==> config.mk <==
export PLATFORM = sky130hd
export DESIGN_NAME = beacon_filter_sighting_table
export DESIGN_NICKNAME = d
export VERILOG_FILES = /design/src/rtl/bfst_pkg.sv /design/src/rtl/bfst_ram.sv /design/src/rtl/bfst_ctrl.sv /design/src/rtl/bfst_dp.sv /design/src/rtl/beacon_filter_sighting_table.sv
export SDC_FILE = /design/constraint.sdc
export NUM_CORES = 1
export LEC_CHECK = 0
export BUFFER_PORTS_ARGS = -buffer_cell sky130_fd_sc_hd__buf_4
export CORE_UTILIZATION = 45
export CTS_BUF_LIST = sky130_fd_sc_hd__clkbuf_8
export DETAILED_ROUTE_END_ITERATION = 8
export GPL_ROUTABILITY_DRIVEN = 0
export GPL_TIMING_DRIVEN = 0
export HOLD_SLACK_MARGIN = 0.05
export PLACE_DENSITY = 0.63
export SLEW_MARGIN = 15
export SYNTH_ARGS = -nofsm -noshare
export SYNTH_HDL_FRONTEND = slang
export SYNTH_SLANG_ARGS = --single-unit
==> constraint.sdc <==
create_clock -name clk -period 14.02 [get_ports clk]
set_input_delay 3.505 -clock clk [delete_from_list [all_inputs] [get_ports clk]]
set_output_delay 3.505 -clock clk [all_outputs]
set_load 0.02 [all_outputs]
==> src/rtl/bfst_pkg.sv <==
// shared types, codes and widths for the beacon sighting table
// no dependencies; used by every module of the block
package bfst_pkg;

	// default table and list sizes
	localparam int SIGHT_SLOTS_DEF      = 8;
	localparam int ALLOW_ADDR_SLOTS_DEF = 8;
	localparam int ALLOW_PAIR_SLOTS_DEF = 8;

	// field widths
	localparam int FUNC_W     = 2;
	localparam int ADDR_W     = 48;
	localparam int UUID_W     = 64;
	localparam int ID_W       = 16;
	localparam int RSSI_W     = 8;
	localparam int TIME_W     = 32;
	localparam int ENTRY_W    = 3;
	localparam int CNT_W      = 4;
	localparam int SLOT_W     = 3;
	localparam int STATUS_W   = 2;
	localparam int CFG_IDX_W  = 2;
	localparam int CFG_DATA_W = 64;

	// item function codes
	localparam logic [FUNC_W-1:0] FUNC_SIGHTING   = 2'd0;
	localparam logic [FUNC_W-1:0] FUNC_ALLOW_ADDR = 2'd1;
	localparam logic [FUNC_W-1:0] FUNC_ALLOW_PAIR = 2'd2;

	// configuration register indexes
	localparam logic [CFG_IDX_W-1:0] REG_UUID_HIGH  = 2'd0;
	localparam logic [CFG_IDX_W-1:0] REG_UUID_LOW   = 2'd1;
	localparam logic [CFG_IDX_W-1:0] REG_ADDR_COUNT = 2'd2;
	localparam logic [CFG_IDX_W-1:0] REG_PAIR_COUNT = 2'd3;

	// slot status codes
	localparam logic [STATUS_W-1:0] ST_UPDATED   = 2'd0;
	localparam logic [STATUS_W-1:0] ST_FILLED    = 2'd1;
	localparam logic [STATUS_W-1:0] ST_OVERWROTE = 2'd2;

	// which table the walk is reading
	typedef enum logic [1:0] {
		SEL_ADDR,
		SEL_PAIR,
		SEL_SLOT
	} walk_sel_t;

	// controller to datapath
	typedef struct packed {
		logic      capture;
		logic      wr_allow_addr;
		logic      wr_allow_pair;
		logic      clr;
		logic      scan;
		walk_sel_t sel;
		logic      commit;
	} dp_cmd_t;

	// datapath to controller
	typedef struct packed {
		logic uuid_ok;
		logic lists_empty;
		logic hit;
		logic walk_end;
	} dp_stat_t;

	// address width of a store of the given depth
	function automatic int addr_w(input int depth);
		return (depth > 1) ? $clog2(depth) : 1;
	endfunction

	function automatic int max3(input int a, input int b, input int c);
		int m;
		m = (a > b) ? a : b;
		return (m > c) ? m : c;
	endfunction

endpackage

==> src/rtl/bfst_ram.sv <==
// generic single write, single read ram with registered read data
// depends on bfst_pkg for the address width helper
module bfst_ram #(
	parameter int W = 8,
	parameter int D = 8
) (
	input  logic                           clk,
	input  logic                           we,
	input  logic [bfst_pkg::addr_w(D)-1:0] waddr,
	input  logic [W-1:0]                   wdata,
	input  logic                           re,
	input  logic [bfst_pkg::addr_w(D)-1:0] raddr,
	output logic [W-1:0]                   rdata
);

	logic [W-1:0] mem [D];

	// write port and registered read port
	always_ff @(posedge clk) begin
		if (we) begin
			mem[waddr] <= wdata;
		end
		if (re) begin
			rdata <= mem[raddr];
		end
	end

endmodule

==> src/rtl/bfst_ctrl.sv <==
// controller: sequences uuid check, allow list walks, slot walk and commit
// depends on bfst_pkg for command and status structs
module bfst_ctrl (
	input  logic                            clk,
	input  logic                            arst_n,
	input  logic                            start,
	input  logic [bfst_pkg::FUNC_W-1:0]     func,
	input  bfst_pkg::dp_stat_t              stat,
	output logic                            busy,
	output bfst_pkg::dp_cmd_t               cmd
);

	typedef enum logic [2:0] {
		IDLE,
		CHECK,
		SCAN_ADDR,
		SCAN_PAIR,
		SCAN_SLOT,
		COMMIT
	} state_t;

	state_t state_q, state_d;

	// next state and commands
	always_comb begin
		state_d = state_q;
		cmd     = '0;
		cmd.sel = bfst_pkg::SEL_SLOT;
		unique case (state_q)
			IDLE: begin
				if (start) begin
					cmd.capture       = 1'b1;
					cmd.wr_allow_addr = (func == bfst_pkg::FUNC_ALLOW_ADDR);
					cmd.wr_allow_pair = (func == bfst_pkg::FUNC_ALLOW_PAIR);
					if (func == bfst_pkg::FUNC_SIGHTING) begin
						state_d = CHECK;
					end
				end
			end
			CHECK: begin
				cmd.clr = 1'b1;
				if (!stat.uuid_ok) begin
					state_d = IDLE;
				end else if (stat.lists_empty) begin
					state_d = SCAN_SLOT;
				end else begin
					state_d = SCAN_ADDR;
				end
			end
			SCAN_ADDR: begin
				cmd.scan = 1'b1;
				cmd.sel  = bfst_pkg::SEL_ADDR;
				if (stat.hit) begin
					cmd.clr = 1'b1;
					state_d = SCAN_SLOT;
				end else if (stat.walk_end) begin
					cmd.clr = 1'b1;
					state_d = SCAN_PAIR;
				end
			end
			SCAN_PAIR: begin
				cmd.scan = 1'b1;
				cmd.sel  = bfst_pkg::SEL_PAIR;
				if (stat.hit) begin
					cmd.clr = 1'b1;
					state_d = SCAN_SLOT;
				end else if (stat.walk_end) begin
					state_d = IDLE;
				end
			end
			SCAN_SLOT: begin
				cmd.scan = 1'b1;
				cmd.sel  = bfst_pkg::SEL_SLOT;
				if (stat.hit || stat.walk_end) begin
					state_d = COMMIT;
				end
			end
			COMMIT: begin
				cmd.commit = 1'b1;
				state_d    = IDLE;
			end
			default: begin
				state_d = IDLE;
			end
		endcase
	end

	// state register
	always_ff @(posedge clk or negedge arst_n) begin
		if (!arst_n) begin
			state_q <= IDLE;
		end else begin
			state_q <= state_d;
		end
	end

	assign busy = (state_q != IDLE);

endmodule

==> src/rtl/bfst_dp.sv <==
// datapath: config registers, captured item, allow list and slot rams, walk
// depends on bfst_pkg and bfst_ram
module bfst_dp #(
	parameter int SIGHT_SLOTS      = bfst_pkg::SIGHT_SLOTS_DEF,
	parameter int ALLOW_ADDR_SLOTS = bfst_pkg::ALLOW_ADDR_SLOTS_DEF,
	parameter int ALLOW_PAIR_SLOTS = bfst_pkg::ALLOW_PAIR_SLOTS_DEF
) (
	input  logic                               clk,
	input  logic                               arst_n,
	input  bfst_pkg::dp_cmd_t                  cmd,
	output bfst_pkg::dp_stat_t                 stat,
	// configuration writes
	input  logic                               cfg_we,
	input  logic [bfst_pkg::CFG_IDX_W-1:0]     cfg_index,
	input  logic [bfst_pkg::CFG_DATA_W-1:0]    cfg_data,
	// item fields
	input  logic [bfst_pkg::ADDR_W-1:0]        device_address,
	input  logic [bfst_pkg::UUID_W-1:0]        uuid_high,
	input  logic [bfst_pkg::UUID_W-1:0]        uuid_low,
	input  logic [bfst_pkg::ID_W-1:0]          major_id,
	input  logic [bfst_pkg::ID_W-1:0]          minor_id,
	input  logic signed [bfst_pkg::RSSI_W-1:0] signal_strength,
	input  logic [bfst_pkg::TIME_W-1:0]        time_ms,
	input  logic [bfst_pkg::ENTRY_W-1:0]       entry_index,
	// result
	output logic                               result_valid,
	output logic [bfst_pkg::SLOT_W-1:0]        slot_index,
	output logic [bfst_pkg::STATUS_W-1:0]      slot_status,
	output logic [bfst_pkg::ADDR_W-1:0]        out_address,
	output logic [bfst_pkg::UUID_W-1:0]        out_uuid_high,
	output logic [bfst_pkg::UUID_W-1:0]        out_uuid_low,
	output logic [bfst_pkg::ID_W-1:0]          out_major,
	output logic [bfst_pkg::ID_W-1:0]          out_minor,
	output logic signed [bfst_pkg::RSSI_W-1:0] out_strength,
	output logic [bfst_pkg::TIME_W-1:0]        last_seen
);

	localparam int MAXN = bfst_pkg::max3(SIGHT_SLOTS, ALLOW_ADDR_SLOTS, ALLOW_PAIR_SLOTS);
	localparam int IW   = $clog2(MAXN + 1);
	localparam int SAW  = bfst_pkg::addr_w(SIGHT_SLOTS);
	localparam int AAW  = bfst_pkg::addr_w(ALLOW_ADDR_SLOTS);
	localparam int PAW  = bfst_pkg::addr_w(ALLOW_PAIR_SLOTS);
	localparam int PW   = 2 * bfst_pkg::ID_W;

	// configuration registers
	logic [bfst_pkg::UUID_W-1:0] cfg_uuid_high_q;
	logic [bfst_pkg::UUID_W-1:0] cfg_uuid_low_q;
	logic [bfst_pkg::CNT_W-1:0]  cfg_addr_cnt_q;
	logic [bfst_pkg::CNT_W-1:0]  cfg_pair_cnt_q;

	// captured sighting
	logic [bfst_pkg::ADDR_W-1:0]        addr_q;
	logic [bfst_pkg::UUID_W-1:0]        uuid_high_q;
	logic [bfst_pkg::UUID_W-1:0]        uuid_low_q;
	logic [bfst_pkg::ID_W-1:0]          major_q;
	logic [bfst_pkg::ID_W-1:0]          minor_q;
	logic signed [bfst_pkg::RSSI_W-1:0] rssi_q;
	logic [bfst_pkg::TIME_W-1:0]        time_q;

	// walk state
	logic [IW-1:0] idx_q;
	logic [IW-1:0] cmp_idx_q;
	logic          cmp_q;
	logic [IW-1:0] lim;
	logic [IW-1:0] lim_addr;
	logic [IW-1:0] lim_pair;
	logic          issue;
	logic          hit;

	// slot tracking
	logic [SIGHT_SLOTS-1:0] slot_valid_q;
	logic [SAW-1:0]         cmp_slot;
	logic                   found_q;
	logic [SAW-1:0]         found_idx_q;
	logic                   empty_q;
	logic [SAW-1:0]         empty_idx_q;
	logic [SAW-1:0]         chosen;
	logic [bfst_pkg::STATUS_W-1:0] status;

	// ram ports
	logic                        allow_addr_we;
	logic                        allow_pair_we;
	logic [bfst_pkg::ADDR_W-1:0] rd_allow_addr;
	logic [PW-1:0]               rd_allow_pair;
	logic [bfst_pkg::ADDR_W-1:0] rd_slot_addr;

	// result registers
	logic                               result_valid_q;
	logic [bfst_pkg::SLOT_W-1:0]        slot_index_q;
	logic [bfst_pkg::STATUS_W-1:0]      slot_status_q;
	logic [bfst_pkg::ADDR_W-1:0]        out_address_q;
	logic [bfst_pkg::UUID_W-1:0]        out_uuid_high_q;
	logic [bfst_pkg::UUID_W-1:0]        out_uuid_low_q;
	logic [bfst_pkg::ID_W-1:0]          out_major_q;
	logic [bfst_pkg::ID_W-1:0]          out_minor_q;
	logic signed [bfst_pkg::RSSI_W-1:0] out_strength_q;
	logic [bfst_pkg::TIME_W-1:0]        last_seen_q;

	// configuration register writes
	always_ff @(posedge clk or negedge arst_n) begin
		if (!arst_n) begin
			cfg_uuid_high_q <= '0;
			cfg_uuid_low_q  <= '0;
			cfg_addr_cnt_q  <= '0;
			cfg_pair_cnt_q  <= '0;
		end else if (cfg_we) begin
			unique case (cfg_index)
				bfst_pkg::REG_UUID_HIGH:  cfg_uuid_high_q <= cfg_data;
				bfst_pkg::REG_UUID_LOW:   cfg_uuid_low_q  <= cfg_data;
				bfst_pkg::REG_ADDR_COUNT: cfg_addr_cnt_q  <= cfg_data[bfst_pkg::CNT_W-1:0];
				bfst_pkg::REG_PAIR_COUNT: cfg_pair_cnt_q  <= cfg_data[bfst_pkg::CNT_W-1:0];
				default: ;
			endcase
		end
	end

	// item capture on accept
	always_ff @(posedge clk) begin
		if (cmd.capture) begin
			addr_q      <= device_address;
			uuid_high_q <= uuid_high;
			uuid_low_q  <= uuid_low;
			major_q     <= major_id;
			minor_q     <= minor_id;
			rssi_q      <= signal_strength;
			time_q      <= time_ms;
		end
	end

	// allow list writes, indexes past the list are dropped
	assign allow_addr_we = cmd.wr_allow_addr &&
		(32'(entry_index) < 32'(ALLOW_ADDR_SLOTS));
	assign allow_pair_we = cmd.wr_allow_pair &&
		(32'(entry_index) < 32'(ALLOW_PAIR_SLOTS));

	// list lengths saturated to the list sizes
	assign lim_addr = (32'(cfg_addr_cnt_q) > 32'(ALLOW_ADDR_SLOTS)) ?
		IW'(ALLOW_ADDR_SLOTS) : IW'(cfg_addr_cnt_q);
	assign lim_pair = (32'(cfg_pair_cnt_q) > 32'(ALLOW_PAIR_SLOTS)) ?
		IW'(ALLOW_PAIR_SLOTS) : IW'(cfg_pair_cnt_q);

	always_comb begin
		case (cmd.sel)
			bfst_pkg::SEL_ADDR: lim = lim_addr;
			bfst_pkg::SEL_PAIR: lim = lim_pair;
			default:            lim = IW'(SIGHT_SLOTS);
		endcase
	end

	assign issue    = cmd.scan && (idx_q != lim);
	assign cmp_slot = cmp_idx_q[SAW-1:0];

	// compare of the entry read last cycle
	always_comb begin
		case (cmd.sel)
			bfst_pkg::SEL_ADDR: hit = cmp_q && (rd_allow_addr == addr_q);
			bfst_pkg::SEL_PAIR: hit = cmp_q && (rd_allow_pair == {major_q, minor_q});
			default:            hit = cmp_q && slot_valid_q[cmp_slot] &&
				(rd_slot_addr == addr_q);
		endcase
	end

	// walk counter, one ram read per cycle
	always_ff @(posedge clk or negedge arst_n) begin
		if (!arst_n) begin
			idx_q     <= '0;
			cmp_q     <= 1'b0;
			cmp_idx_q <= '0;
		end else if (cmd.clr) begin
			idx_q <= '0;
			cmp_q <= 1'b0;
		end else begin
			cmp_q <= issue;
			if (issue) begin
				idx_q     <= idx_q + 1'b1;
				cmp_idx_q <= idx_q;
			end
		end
	end

	// first matching slot and first empty slot
	always_ff @(posedge clk or negedge arst_n) begin
		if (!arst_n) begin
			found_q     <= 1'b0;
			found_idx_q <= '0;
			empty_q     <= 1'b0;
			empty_idx_q <= '0;
		end else if (cmd.clr) begin
			found_q <= 1'b0;
			empty_q <= 1'b0;
		end else if (cmd.scan && cmd.sel == bfst_pkg::SEL_SLOT && cmp_q) begin
			if (hit && !found_q) begin
				found_q     <= 1'b1;
				found_idx_q <= cmp_slot;
			end
			if (!slot_valid_q[cmp_slot] && !empty_q) begin
				empty_q     <= 1'b1;
				empty_idx_q <= cmp_slot;
			end
		end
	end

	// slot choice: match, else first empty, else slot zero
	always_comb begin
		if (found_q) begin
			chosen = found_idx_q;
			status = bfst_pkg::ST_UPDATED;
		end else if (empty_q) begin
			chosen = empty_idx_q;
			status = bfst_pkg::ST_FILLED;
		end else begin
			chosen = '0;
			status = bfst_pkg::ST_OVERWROTE;
		end
	end

	// slot valid bits
	always_ff @(posedge clk or negedge arst_n) begin
		if (!arst_n) begin
			slot_valid_q <= '0;
		end else if (cmd.commit) begin
			slot_valid_q[chosen] <= 1'b1;
		end
	end

	// result strobe
	always_ff @(posedge clk or negedge arst_n) begin
		if (!arst_n) begin
			result_valid_q <= 1'b0;
		end else begin
			result_valid_q <= cmd.commit;
		end
	end

	// result payload
	always_ff @(posedge clk) begin
		if (cmd.commit) begin
			slot_index_q    <= bfst_pkg::SLOT_W'(chosen);
			slot_status_q   <= status;
			out_address_q   <= addr_q;
			out_uuid_high_q <= uuid_high_q;
			out_uuid_low_q  <= uuid_low_q;
			out_major_q     <= major_q;
			out_minor_q     <= minor_q;
			out_strength_q  <= rssi_q;
			last_seen_q     <= time_q;
		end
	end

	// address allow list
	bfst_ram #(.W(bfst_pkg::ADDR_W), .D(ALLOW_ADDR_SLOTS)) u_allow_addr (
		.clk   (clk),
		.we    (allow_addr_we),
		.waddr (AAW'(entry_index)),
		.wdata (device_address),
		.re    (issue && cmd.sel == bfst_pkg::SEL_ADDR),
		.raddr (idx_q[AAW-1:0]),
		.rdata (rd_allow_addr)
	);

	// major/minor allow list
	bfst_ram #(.W(PW), .D(ALLOW_PAIR_SLOTS)) u_allow_pair (
		.clk   (clk),
		.we    (allow_pair_we),
		.waddr (PAW'(entry_index)),
		.wdata ({major_id, minor_id}),
		.re    (issue && cmd.sel == bfst_pkg::SEL_PAIR),
		.raddr (idx_q[PAW-1:0]),
		.rdata (rd_allow_pair)
	);

	// sighting table addresses
	bfst_ram #(.W(bfst_pkg::ADDR_W), .D(SIGHT_SLOTS)) u_slot_addr (
		.clk   (clk),
		.we    (cmd.commit),
		.waddr (chosen),
		.wdata (addr_q),
		.re    (issue && cmd.sel == bfst_pkg::SEL_SLOT),
		.raddr (idx_q[SAW-1:0]),
		.rdata (rd_slot_addr)
	);

	// status to the controller
	assign stat.uuid_ok     = (uuid_high_q == cfg_uuid_high_q) &&
		(uuid_low_q == cfg_uuid_low_q);
	assign stat.lists_empty = (cfg_addr_cnt_q == '0) && (cfg_pair_cnt_q == '0);
	assign stat.hit         = hit;
	assign stat.walk_end    = (idx_q == lim);

	assign result_valid  = result_valid_q;
	assign slot_index    = slot_index_q;
	assign slot_status   = slot_status_q;
	assign out_address   = out_address_q;
	assign out_uuid_high = out_uuid_high_q;
	assign out_uuid_low  = out_uuid_low_q;
	assign out_major     = out_major_q;
	assign out_minor     = out_minor_q;
	assign out_strength  = out_strength_q;
	assign last_seen     = last_seen_q;

endmodule

==> src/rtl/beacon_filter_sighting_table.sv <==
// top level of the beacon accept list filter and sighting table
// depends on bfst_pkg, bfst_ctrl, bfst_dp and bfst_ram
//
// A beat is taken when start is high and busy is low. Allow list writes
// (func 1 and 2) and the unused func code finish in the accepting cycle and
// busy never rises, so the next beat can follow right away. A sighting holds
// busy through a uuid check, then walks the address list, the major/minor
// list and the table, then commits; it ends early when the uuid
// mismatches, both lists are empty or a list hits early. The walk
// reads one entry a cycle through the single read port of each ram. The
// result is shown for exactly one cycle on result_valid, in the cycle after
// commit, while busy is already low; the receiver cannot hold it off.
// Configuration writes are always taken when busy is low.
module beacon_filter_sighting_table #(
	parameter int SIGHT_SLOTS      = bfst_pkg::SIGHT_SLOTS_DEF,
	parameter int ALLOW_ADDR_SLOTS = bfst_pkg::ALLOW_ADDR_SLOTS_DEF,
	parameter int ALLOW_PAIR_SLOTS = bfst_pkg::ALLOW_PAIR_SLOTS_DEF
) (
	input  logic                               clk,
	input  logic                               arst_n,
	// command side
	input  logic                               start,
	output logic                               busy,
	input  logic [bfst_pkg::FUNC_W-1:0]        func,
	input  logic [bfst_pkg::ADDR_W-1:0]        device_address,
	input  logic [bfst_pkg::UUID_W-1:0]        uuid_high,
	input  logic [bfst_pkg::UUID_W-1:0]        uuid_low,
	input  logic [bfst_pkg::ID_W-1:0]          major_id,
	input  logic [bfst_pkg::ID_W-1:0]          minor_id,
	input  logic signed [bfst_pkg::RSSI_W-1:0] signal_strength,
	input  logic [bfst_pkg::TIME_W-1:0]        time_ms,
	input  logic [bfst_pkg::ENTRY_W-1:0]       entry_index,
	// configuration channel
	input  logic                               cfg_valid,
	output logic                               cfg_ready,
	input  logic [bfst_pkg::CFG_IDX_W-1:0]     cfg_index,
	input  logic [bfst_pkg::CFG_DATA_W-1:0]    cfg_data,
	// result side
	output logic                               result_valid,
	output logic [bfst_pkg::SLOT_W-1:0]        slot_index,
	output logic [bfst_pkg::STATUS_W-1:0]      slot_status,
	output logic [bfst_pkg::ADDR_W-1:0]        out_address,
	output logic [bfst_pkg::UUID_W-1:0]        out_uuid_high,
	output logic [bfst_pkg::UUID_W-1:0]        out_uuid_low,
	output logic [bfst_pkg::ID_W-1:0]          out_major,
	output logic [bfst_pkg::ID_W-1:0]          out_minor,
	output logic signed [bfst_pkg::RSSI_W-1:0] out_strength,
	output logic [bfst_pkg::TIME_W-1:0]        last_seen
);

	bfst_pkg::dp_cmd_t  cmd;
	bfst_pkg::dp_stat_t stat;

	assign cfg_ready = !busy;

	bfst_ctrl u_ctrl (
		.clk    (clk),
		.arst_n (arst_n),
		.start  (start),
		.func   (func),
		.stat   (stat),
		.busy   (busy),
		.cmd    (cmd)
	);

	bfst_dp #(
		.SIGHT_SLOTS      (SIGHT_SLOTS),
		.ALLOW_ADDR_SLOTS (ALLOW_ADDR_SLOTS),
		.ALLOW_PAIR_SLOTS (ALLOW_PAIR_SLOTS)
	) u_dp (
		.clk             (clk),
		.arst_n          (arst_n),
		.cmd             (cmd),
		.stat            (stat),
		.cfg_we          (cfg_valid && cfg_ready),
		.cfg_index       (cfg_index),
		.cfg_data        (cfg_data),
		.device_address  (device_address),
		.uuid_high       (uuid_high),
		.uuid_low        (uuid_low),
		.major_id        (major_id),
		.minor_id        (minor_id),
		.signal_strength (signal_strength),
		.time_ms         (time_ms),
		.entry_index     (entry_index),
		.result_valid    (result_valid),
		.slot_index      (slot_index),
		.slot_status     (slot_status),
		.out_address     (out_address),
		.out_uuid_high   (out_uuid_high),
		.out_uuid_low    (out_uuid_low),
		.out_major       (out_major),
		.out_minor       (out_minor),
		.out_strength    (out_strength),
		.last_seen       (last_seen)
	);

endmodule

==> results.json <==
{
  "status": "finished, final reports clean",
  "total_power_uw": 10900,
  "viasPerCell": 5.29,
  "drive_gt1_share_pct": 34.1,
  "pwr-share-comb_pct": 3.7,
  "switching_share_pct": 21.9,
  "fp.dieH_um": 387,
  "path_buf_inv": 4,
  "synth_mux_area_share_pct": 11.2,
  "cp.arrival_ns": 2.57,
  "first_global_vias": 34590,
  "synth-seq-cells": 1817,
  "synthFlopType": "edfxtp_1",
  "clk_latency_ns": 1.00,
  "peakVddDrop_uv": 97.6,
  "cpPeakStageDelay_ns": 0.57,
  "cts_inserted_buffers": 313,
  "fin_area_sq_um": 80600,
  "synth_area_leaders": "edfxtp_1 (74%), mux4_2 (8.6%), dfrtp_1 (6.1%)",
  "dieArea_sq_um": 150000,
  "hold_slack_ns": 0.413,
  "start_util_pct": 45.6,
  "syn_nets": 3536,
  "synth-seq-area-share_pct": 80.5,
  "drt-initial-drc-count": 2486,
  "grt_max_degree": 84,
  "synth_top_cell_area_share_pct": 74.3,
  "cpMostUsedCell": "buf_2",
  "synthToLayoutAreaGrowth_pct": 20.8,
  "p_per_area_nw_per_um2": 135,
  "hold_viol": 0,
  "async_flop_share_pct": 9.03,
  "io_buffer_count": 578,
  "leakagePower_uw": 0.0281,
  "ctsHoldBuffers": 0,
  "cts_resized": 0,
  "yosysMostFrequentCell": "edfxtp_1",
  "synth_xor_area_share_pct": 3.38,
  "worstMarginPinSlew_ns": 1.15,
  "syn_inst": 3212,
  "wirelength_um": 168000,
  "fin_crit_ns": 6.08,
  "synthAdderAreaFrac_pct": 0.0187,
  "maxSlewHeadroom_pct": 23.2,
  "synth_top_family_by_area": "multiplexers",
  "finalMaxSlewViolations": 0,
  "yosys.area.top_type": "edfxtp_1",
  "p_switching_uw": 2380,
  "post_cts.repair.setup_buffers": 0,
  "grt_setup_unrepaired": "false",
  "routedWlPerCell_um": 26.5,
  "final_cells": 6358,
  "placed_cell_area_sq_um": 75100,
  "hp-class": "reg2reg",
  "dp_hpwl_um": 117000,
  "fmax_ghz": 0.165,
  "worstSetupEndpointType": "output pin",
  "overflow": 0,
  "cts_max_path_buffers": 4,
  "cp-start-kind": "flip-flop",
  "synth_simple_gate_area_share_pct": 3.83,
  "antenna_found_initial": 24,
  "grt_first_pass_wirelength_um": 241000,
  "slowest_stage": "nor3_2",
  "path_max_fanout": 10,
  "synth_edf_count": 1653,
  "cts-root-buf": "clkbuf_8",
  "num_vias": 33612,
  "cts_tree": "done",
  "synth.distinct_cells": 57,
  "utilization_pct": 55.1,
  "drt-pass1-iter-count": 5,
  "seqPwrFrac_pct": 57.0,
  "rows": 140,
  "nets": 4525,
  "clk_pin_slew_ns": 0.06,
  "clockPowerShare_pct": 39.4,
  "pin_count": 579,
  "worst-setup-path-type": "reg2out",
  "finalCritPeriodShare_pct": 43.3,
  "drc": 0,
  "max-cap-violations": 0,
  "placedCellCount": 5802,
  "critPathTopFamily": "buffers and inverters",
  "die_w_um": 387,
  "synth_commonest_cells": "edfxtp_1 (1,653), nand2_1 (404), mux4_2 (256)",
  "cts_htree_levels": 5,
  "cts.sinks": 1817,
  "skew_ns": 0.0816,
  "setup_viol": 0,
  "worst_ep_required_time_ns": 10.51,
  "syn_area_per_cell_sq_um": 20.8,
  "netlist_area_sq_um": 66800,
  "ant_nets": 0,
  "crit_path_cell_trace": "buf_2 > buf_2 > nor3_2 > inv_1 > buf_4",
  "core_area_sq_um": 146000,
  "yosys_warnings": 0,
  "p_int_uw": 8490,
  "synth_compound_area_share_pct": 0.375,
  "grtUsageTotal_pct": 22.4
}
## worst paths after layout
kind | from | to | slack [ns] | depth (start not counted)
hold reg to reg | u_dp.rssi_q[1]$_DFFE_PP_ | u_dp.out_strength[1]$_DFFE_PP_ | 0.41 | 0
setup reg to reg | u_ctrl.state_q[0]$_DFFE_PN0P_ | u_dp.u_allow_addr.mem[1][23]$_DFFE_PP_ | 9.81 | 11
max in group asynchronous | arst_n | u_dp.cfg_uuid_high_q[6]$_DFFE_PN0P_ | 10.56 | 2
min in group asynchronous | arst_n | u_dp.cfg_uuid_low_q[17]$_DFFE_PN0P_ | 2.52 | 1
hold / removal | u_dp.rssi_q[1]$_DFFE_PP_ | u_dp.out_strength[1]$_DFFE_PP_ | 0.41 | 0
setup / recovery | u_ctrl.state_q[0]$_DFFE_PN0P_ | busy | 7.94 | 5
## registers in the layout, indices dropped and copies added (netlist names), 64 cells and up
name / count
u_dp.cfg_uuid_high_q: 64
u_dp.cfg_uuid_low_q: 64
u_dp.out_uuid_high: 64
u_dp.out_uuid_low: 64
u_dp.u_allow_addr.mem: 384
u_dp.u_allow_pair.mem: 256
u_dp.u_slot_addr.mem: 384
u_dp.uuid_high_q: 64
u_dp.uuid_low_q: 64
## through the flow
| step | setup slack [ns] | TNS, ns |
|---|---|---|
| finish | 7.94 | 0 |
| global route | 7.81 | 0 |
| CTS | 7.81 | 0 |
| detailed placement | 7.56 | 0 |
| global placement | -5.49 | -1899.88 |
| floorplan | 2.57 | 0 |
## placed cells by master, fill, tap and decap left out, types with 45 or more instances in the layout
cell type	count
edfxtp_1	1653
buf_4	623
nand2_1	404
clkbuf_8	324
mux4_2	256
dfrtp_1	164
mux2_2	142
xnor2_1	142
inv_1	116
xor2_1	116
clkinv_1	68
buf_1	45
## power by group through the flow
stage	logic [uW]	registers (uW)	clock network (uW)
finish	398	6200	4280
global route	431	6210	4610
CTS	406	6200	4390
detailed placement	403	6310	0
global placement	381	6310	0
floorplan	211	6250	0
## area by class of cell
cell class	instances	area, sq um
fillers	11439	65800
repair buffers	674	5760
multi-input cells	1279	12800
clock buffers	324	4460
flip-flops and latches	1817	53700
clock inverters	217	1020
plain buffers	104	415
inverters	12	45.0
well taps	1917	2400
diodes	14	35.0
## cell families after synthesis
group                      Yosys count
AOI/OAI and AO/OA                   30
adders and majority gates            1
DFF                               1817
xor gates and xnor gates           258
and+or+nand+nor                    583
buffers and inverters              116
muxes                              407
## per-layer routing
layer	vias up	routed length, um	track usage, %
met4	20	3840	7.23
li1	14688	-	-
met2	1212	84500	37.1
met1	17415	68700	29.3
met5	-	111	0
met3	277	11400	5.23
(Power assumes the default switching activity.)
